## config.mk

```make
export PLATFORM = sky130hd
export DESIGN_NAME = ttl_ctrl
export DESIGN_NICKNAME = d
export VERILOG_FILES = /design/src/design/ttl_pkg.sv /design/src/design/ttl_ctrl.sv
export SDC_FILE = /design/constraint.sdc
export NUM_CORES = 1
export LEC_CHECK = 0
export BUFFER_PORTS_ARGS = -buffer_cell sky130_fd_sc_hd__buf_2
export CORE_AREA = 3 3 40 42
export DETAILED_ROUTE_END_ITERATION = 10
export DIE_AREA = 0 0 43 45
export PLACE_DENSITY = 0.64
export SYNTH_ARGS = -nofsm -noshare
export SYNTH_HDL_FRONTEND = slang
export SYNTH_SLANG_ARGS = --single-unit
```

## constraint.sdc

```tcl
create_clock -name clk -period 1.5 [get_ports clk]
set_input_delay 0.225 -clock clk [delete_from_list [all_inputs] [get_ports clk]]
set_output_delay 0.225 -clock clk [all_outputs]
set_load 0.005 [all_outputs]
```

## src/design/ttl_pkg.sv

```systemverilog
// ----------------------------------------------------------------------------
// ttl_pkg
// shared types and constants of the key-value table engine
// ----------------------------------------------------------------------------
package ttl_pkg;
	localparam int SlotBits  = 10;
	localparam int TableSlots = 1 << SlotBits;
	localparam int KeyBytes  = 8;

	localparam logic [63:0] FnvBasis = 64'hcbf29ce484222325;
	localparam logic [63:0] FnvPrime = 64'h00000100000001b3;
	localparam logic [47:0] ClockMax = 48'hffffffffffff;

	localparam logic [2:0] KIND_SET    = 3'd0;
	localparam logic [2:0] KIND_GET    = 3'd1;
	localparam logic [2:0] KIND_DEL    = 3'd2;
	localparam logic [2:0] KIND_EXISTS = 3'd3;
	localparam logic [2:0] KIND_EXPIRE = 3'd4;
	localparam logic [2:0] KIND_TTL    = 3'd5;
	localparam logic [2:0] KIND_TICK   = 3'd6;
	localparam logic [2:0] KIND_NONE   = 3'd7;

	localparam logic [1:0] MARK_EMPTY = 2'd0;
	localparam logic [1:0] MARK_USED  = 2'd1;
	localparam logic [1:0] MARK_TOMB  = 2'd2;

	localparam logic [1:0] ST_OK    = 2'd0;
	localparam logic [1:0] ST_MISS  = 2'd1;
	localparam logic [1:0] ST_FULL  = 2'd2;

	// entry record: mark, key_len, key, value_len, value, has_deadline, deadline
	localparam int EntryW = 2 + 4 + 64 + 4 + 64 + 1 + 48;

	typedef struct packed {
		logic [1:0]  mark;
		logic [3:0]  key_len;
		logic [63:0] key;
		logic [3:0]  value_len;
		logic [63:0] value;
		logic        has_dl;
		logic [47:0] deadline;
	} entry_t;

	// controller -> datapath
	typedef struct packed {
		logic load;       // capture input item
		logic hash_step;  // one fnv byte step
		logic mul_lo;     // first partial product
		logic mul_hi;     // finish product
		logic set_home;   // slot index from hash
		logic examine;    // look at read data
		logic advance;    // next slot
		logic wr;         // write back entry
		logic finish;     // build result
		logic clr_step;   // clearing pass write
	} dp_cmd_t;

	// datapath -> controller
	typedef struct packed {
		logic hash_done;
		logic probe_stop;
		logic probe_end;
		logic clr_done;
		logic is_tick;
		logic is_nop;
	} dp_sts_t;
endpackage

```

## src/design/ttl_ctrl.sv

```systemverilog
// ----------------------------------------------------------------------------
// ttl_ctrl
// sequencer for clearing, hashing, probing and write back
// ----------------------------------------------------------------------------
module ttl_ctrl (
	input  logic              clk,
	input  logic              arst_n,
	input  logic              in_valid,
	output logic              in_stall,
	input  logic              out_stall,
	output logic              out_valid,
	output ttl_pkg::dp_cmd_t  cmd,
	input  ttl_pkg::dp_sts_t  sts
);
	import ttl_pkg::*;

	localparam logic [3:0] S_CLR  = 4'd0;
	localparam logic [3:0] S_IDLE = 4'd1;
	localparam logic [3:0] S_HX   = 4'd2;
	localparam logic [3:0] S_HM   = 4'd3;
	localparam logic [3:0] S_HOME = 4'd4;
	localparam logic [3:0] S_RD   = 4'd5;
	localparam logic [3:0] S_WAIT = 4'd6;
	localparam logic [3:0] S_EX   = 4'd7;
	localparam logic [3:0] S_WR   = 4'd8;
	localparam logic [3:0] S_OUT  = 4'd9;
	localparam logic [3:0] S_HCHK = 4'd10;

	logic [3:0] state_q, state_d;
	logic       ov_q, ov_d;
	logic       take, xfer;

	assign out_valid = ov_q;
	assign xfer      = ov_q && !out_stall;
	assign in_stall  = !(state_q == S_IDLE && (!ov_q || !out_stall));
	assign take      = in_valid && !in_stall;

	always_comb begin
		cmd     = '0;
		state_d = state_q;
		ov_d    = ov_q && !xfer;
		case (state_q)
			S_CLR: begin
				cmd.clr_step = 1'b1;
				if (sts.clr_done) state_d = S_IDLE;
			end
			S_IDLE: begin
				if (take) begin
					cmd.load = 1'b1;
					if (sts.is_tick || sts.is_nop) ov_d = 1'b1;
					else state_d = S_HCHK;
				end
			end
			S_HCHK: state_d = sts.hash_done ? S_HOME : S_HX;
			S_HX: begin
				cmd.mul_lo = 1'b1;
				state_d = S_HM;
			end
			S_HM: begin
				cmd.mul_hi = 1'b1;
				state_d = S_HCHK;
			end
			S_HOME: begin
				cmd.set_home = 1'b1;
				state_d = S_RD;
			end
			// ram address follows the slot index
			S_RD: state_d = S_WAIT;
			S_WAIT: state_d = S_EX;
			S_EX: begin
				cmd.examine = 1'b1;
				if (sts.probe_stop || sts.probe_end) state_d = S_WR;
				else begin
					cmd.advance = 1'b1;
					state_d = S_RD;
				end
			end
			S_WR: begin
				cmd.finish = 1'b1;
				state_d = S_OUT;
			end
			S_OUT: begin
				cmd.wr = 1'b1;
				ov_d = 1'b1;
				state_d = S_IDLE;
			end
			default: state_d = S_IDLE;
		endcase
	end

	always_ff @(posedge clk or negedge arst_n) begin
		if (!arst_n) begin
			state_q <= S_CLR;
			ov_q    <= 1'b0;
		end else begin
			state_q <= state_d;
			ov_q    <= ov_d;
		end
	end

`ifndef SYNTH
	a_no_take_busy: assert property (@(posedge clk) disable iff (!arst_n)
		(state_q != S_IDLE) |-> in_stall) else $error("input taken while busy");
	a_valid_holds: assert property (@(posedge clk) disable iff (!arst_n)
		(ov_q && out_stall) |=> ov_q) else $error("result dropped");
	a_wr_then_out: assert property (@(posedge clk) disable iff (!arst_n)
		cmd.wr |=> ov_q) else $error("write back without result");
`endif
endmodule

```

* After elaboration in Yosys (flattened, before gate mapping)
Index checks and enable logic that the tools add are counted.
Word-level totals: word-level logic and storage cells 47, input port bits 10, register bits 5
Cells by class: mux-type cells 19, equality and inequality tests 13, reduce and logical (&&, ||, !) cells 13
Operators with widths (number):
- $pmux 4 s10 | 1
- $eq 4x3->1 const B | 4
- $mux 4 | 4
- $eq 4x4->1 const B | 3
- $mux 1 | 11
- $eq 4x2->1 const B | 2
- $ne 2x2->1 const B | 3
- $eq 4x1->1 const B | 1
- $logic_and 1x1->1 | 4
- $logic_not 1->1 | 4
- $logic_not 4->1 | 1
- $logic_or 1x1->1 | 3
- $mux 3 | 1
- $reduce_and 3->1 | 1
- $mux 2 | 1
- $pmux 1 s2 | 1

* Longest topological paths before layout
depth in word-level cells 7, depth in mapped cells 4, mapped depth without buffers 3

* Worst setup path after synthesis
No wires, ideal clock.
kind reg2out, from register state_q[3], to output cmd[9] (netlist bit), arrival time 1.130 ns, setup slack 0.145 ns, required time 1.275 ns, cell stages (with the launch flop) 4, cells stage by stage dfrtp_1 -> buf_2 -> nor4b_1 -> and2_1
RTL lines:
- start: declaration | line ttl_ctrl.sv:29 | logic [3:0] state_q, state_d;
- start signal: assignment | line ttl_ctrl.sv:96 | state_q <= state_d;
- end: declaration | line ttl_ctrl.sv:12 | output ttl_pkg::dp_cmd_t cmd,

==> flow_metrics.tcl <==
set metrics [dict create \
    cp-end-kind "output pin" \
    setup_viol 3 \
    rows 13 \
    synth_top_area_share_pct 29.2 \
    cts-root-buf "clkbuf_4" \
    cts_tree "done" \
    grt_pass1_vias 484 \
    ys_async_sr_fraction_pct 100 \
    netlist_top_cells_count "nand2_1, dfrtp_1, nor2_1, nor3_1, buf_2" \
    layout-drive-gt1-share_pct 54.7 \
    drc 0 \
    comb_power_share_pct 70.9 \
    drt-pass1-iter-count 4 \
    avgSynthCellArea_um2 7.92 \
    layout-area-overhead-vs-synth_pct 69.9 \
    cap_violations 0 \
    synth_area_um2 428 \
    violations "setup timing" \
    die_w_um 43 \
    syn-num-nets 64 \
    leakage_uw 0.000338 \
    boundaryPins 22 \
    outcome "finished, violations left" \
    ys.flop_type "dfrtp_1" \
    drv_slew 0 \
    ir_drop_uv 969 \
    crit_type "register to output pin" \
    rsz0062_at_grt "true" \
    wire_per_inst_um 13.9 \
    worstPathArrival_ns 1.37 \
    ys_warn_count 0 \
    grt_max_degree 13 \
    drt_iter0_drc 11 \
    via_per_inst 5.29 \
    fin_area_um2 727 \
    finalWorstSetupSlack_ns -0.0923 \
    pwr-share-seq_pct 19.0 \
    cts.sinks 5 \
    grt_usage_pct 13.9 \
    wirelength_um 1410 \
    p_clk_share_pct 10.1 \
    skew_ns 0.00277 \
    initial_utilization_pct 33.3 \
    pre_cts_ws_ns 0.0832 \
    critical_path.startpoint_type "register" \
    yosysTopAreaCell "dfrtp_1" \
    grt_antenna_before_repair 0 \
    fmax_mhz 628 \
    die_height_um 45 \
    htreeDepth 1 \
    fillers 119 \
    portBuffers 20 \
    p_sw_uw 617 \
    period_minus_slack_ns 1.59 \
    multi_input_area_um2 339 \
    critPathMaxFanout 5 \
    antenna_cells 0 \
    grt_pass1_wl_um 2040 \
    synth.most_common_cell "nand2_1" \
    synthTopCellsByArea "dfrtp_1, nand2_1, nor3_1" \
    coreArea_um2 1280 \
    clock_latency_ns 0.23 \
    register_area_um2 128 \
    p_int_uw 858 \
    synth-seq-cells 5 \
    netlist_instances 54 \
    swShare_pct 41.8 \
    yosysSeqAreaShare_pct 29.2 \
    clock_path_buffers 2 \
    vias 534 \
    dieArea_um2 1940 \
    clkTransAtPathRegs_ns 0.04 \
    postRouteAntennaNets 0 \
    numCtsBuffers 3 \
    final_nets 97 \
    p_per_area_nw_per_um2 2030 \
    worstPathRequired_ns 1.27 \
    ys_types 29 \
    hold_path_class "input port to register" \
    finalHoldViolations 0 \
    grt_overflow 0 \
    routabilityCongestion 0.754 \
    place_area_um2 573 \
    synth_edf_count 0 \
    period_share_pct 106 \
]
-- critical path, cell delays in order (launching register included) --
cell      delay [ns]
dfrtp_1         0.40
buf_6           0.14
nand2b_4        0.15
nor4_2          0.27
buf_2           0.16
-- timing repair --
item,4_1_cts,5_1_grt
hold buffers,1,0
resized for setup,5,13
setup buffers,2,3
pin swaps,3,3
endpoints found under the hold margin,5,0
endpoints found under the setup margin,7,10
-- final cells by class --
cell class | count | share of cell area [%]
clock buffers | 4 | 3.61
repair buffers | 33 | 29.6
multi-input cells | 44 | 46.6
flip-flops and latches | 5 | 17.6
well taps | 15 | 2.58
-- flip-flops by register name, summed over array words and instances (netlist names) --
name	count
out_valid	1
state_q	4
-- cell families after synthesis --
logic type | after synthesis | share of synthesized area (%)
AND/OR/NAND/NOR | 30 | 40.1
AO/OA/AOI/OAI | 13 | 23.7
flip-flops | 5 | 29.2
buffers and inverters | 5 | 6.14
other | 1 | 0.876
-- metal layers --
layer / vias up / track usage (%) / routed length, µm / part of all wire (%)
li1: 264 / - / - / -
met1: 260 / 15.9 / 589 / 42
met2: 8 / 25.7 / 763 / 54
met3: 2 / 3.59 / 37 / 2.6
met4: 0 / 3.61 / 15 / 1.1
met5: - / 0 / 0 / 0
-- worst paths after layout --
| path | depth (start not counted) | to | slack (ns) | start |
|---|---|---|---|---|
| max in group asynchronous | 2 | state_q[2]$_DFFE_PN0P_ | 1.02 | arst_n |
| min | 3 | out_valid$_DFF_PN0_ | 0.27 | out_stall |
| min reg2reg | 2 | out_valid$_DFF_PN0_ | 0.57 | out_valid$_DFF_PN0_ |
| max reg2reg | 4 | state_q[3]$_DFFE_PN0P_ | -0.04 | state_q[2]$_DFFE_PN0P_ |
| max | 4 | cmd[3] | -0.09 | state_q[3]$_DFFE_PN0P_ |
| min in group asynchronous | 2 | state_q[1]$_DFFE_PN0P_ | 0.34 | arst_n |
-- stage by stage --
stage          total power (µW)  TNS (ns)  hold slack, ns  cells  utilization, %
2_1_floorplan               746         0         -0.0706     54               -
6_report                   1480    -0.166           0.275    101            56.6
3_5_place_dp               1030         0          0.0464     91            44.6
3_3_place_gp               1030         0          0.0465     91            44.6
4_1_cts                    1270   -0.0415           0.249     98            50.2
5_1_grt                    1610    -0.723           0.260    101            56.6
-- power groups by stage --
| stage | combinational [µW] | clock (µW) | sequential (µW) |
|---|---|---|---|
| after floorplan | 489 | 0 | 257 |
| after global placement | 760 | 0 | 270 |
| after detailed placement | 761 | 0 | 273 |
| after CTS | 843 | 154 | 269 |
| after global routing | 1150 | 173 | 287 |
| final | 1050 | 148 | 280 |
-- cells in the final DEF, fill, tap and decap left out, drive strengths merged, types with 2 or more instances in the layout --
cell type,n
a21boi,2
a21oi,2
buf,32
clkbuf,4
dfrtp,5
nand2,6
nand2b,2
nand3b,2
nor2,4
nor2b,2
nor3,4
nor4,2
nor4b,2
o21ai,2
Power figures use the tool's default switching activity.
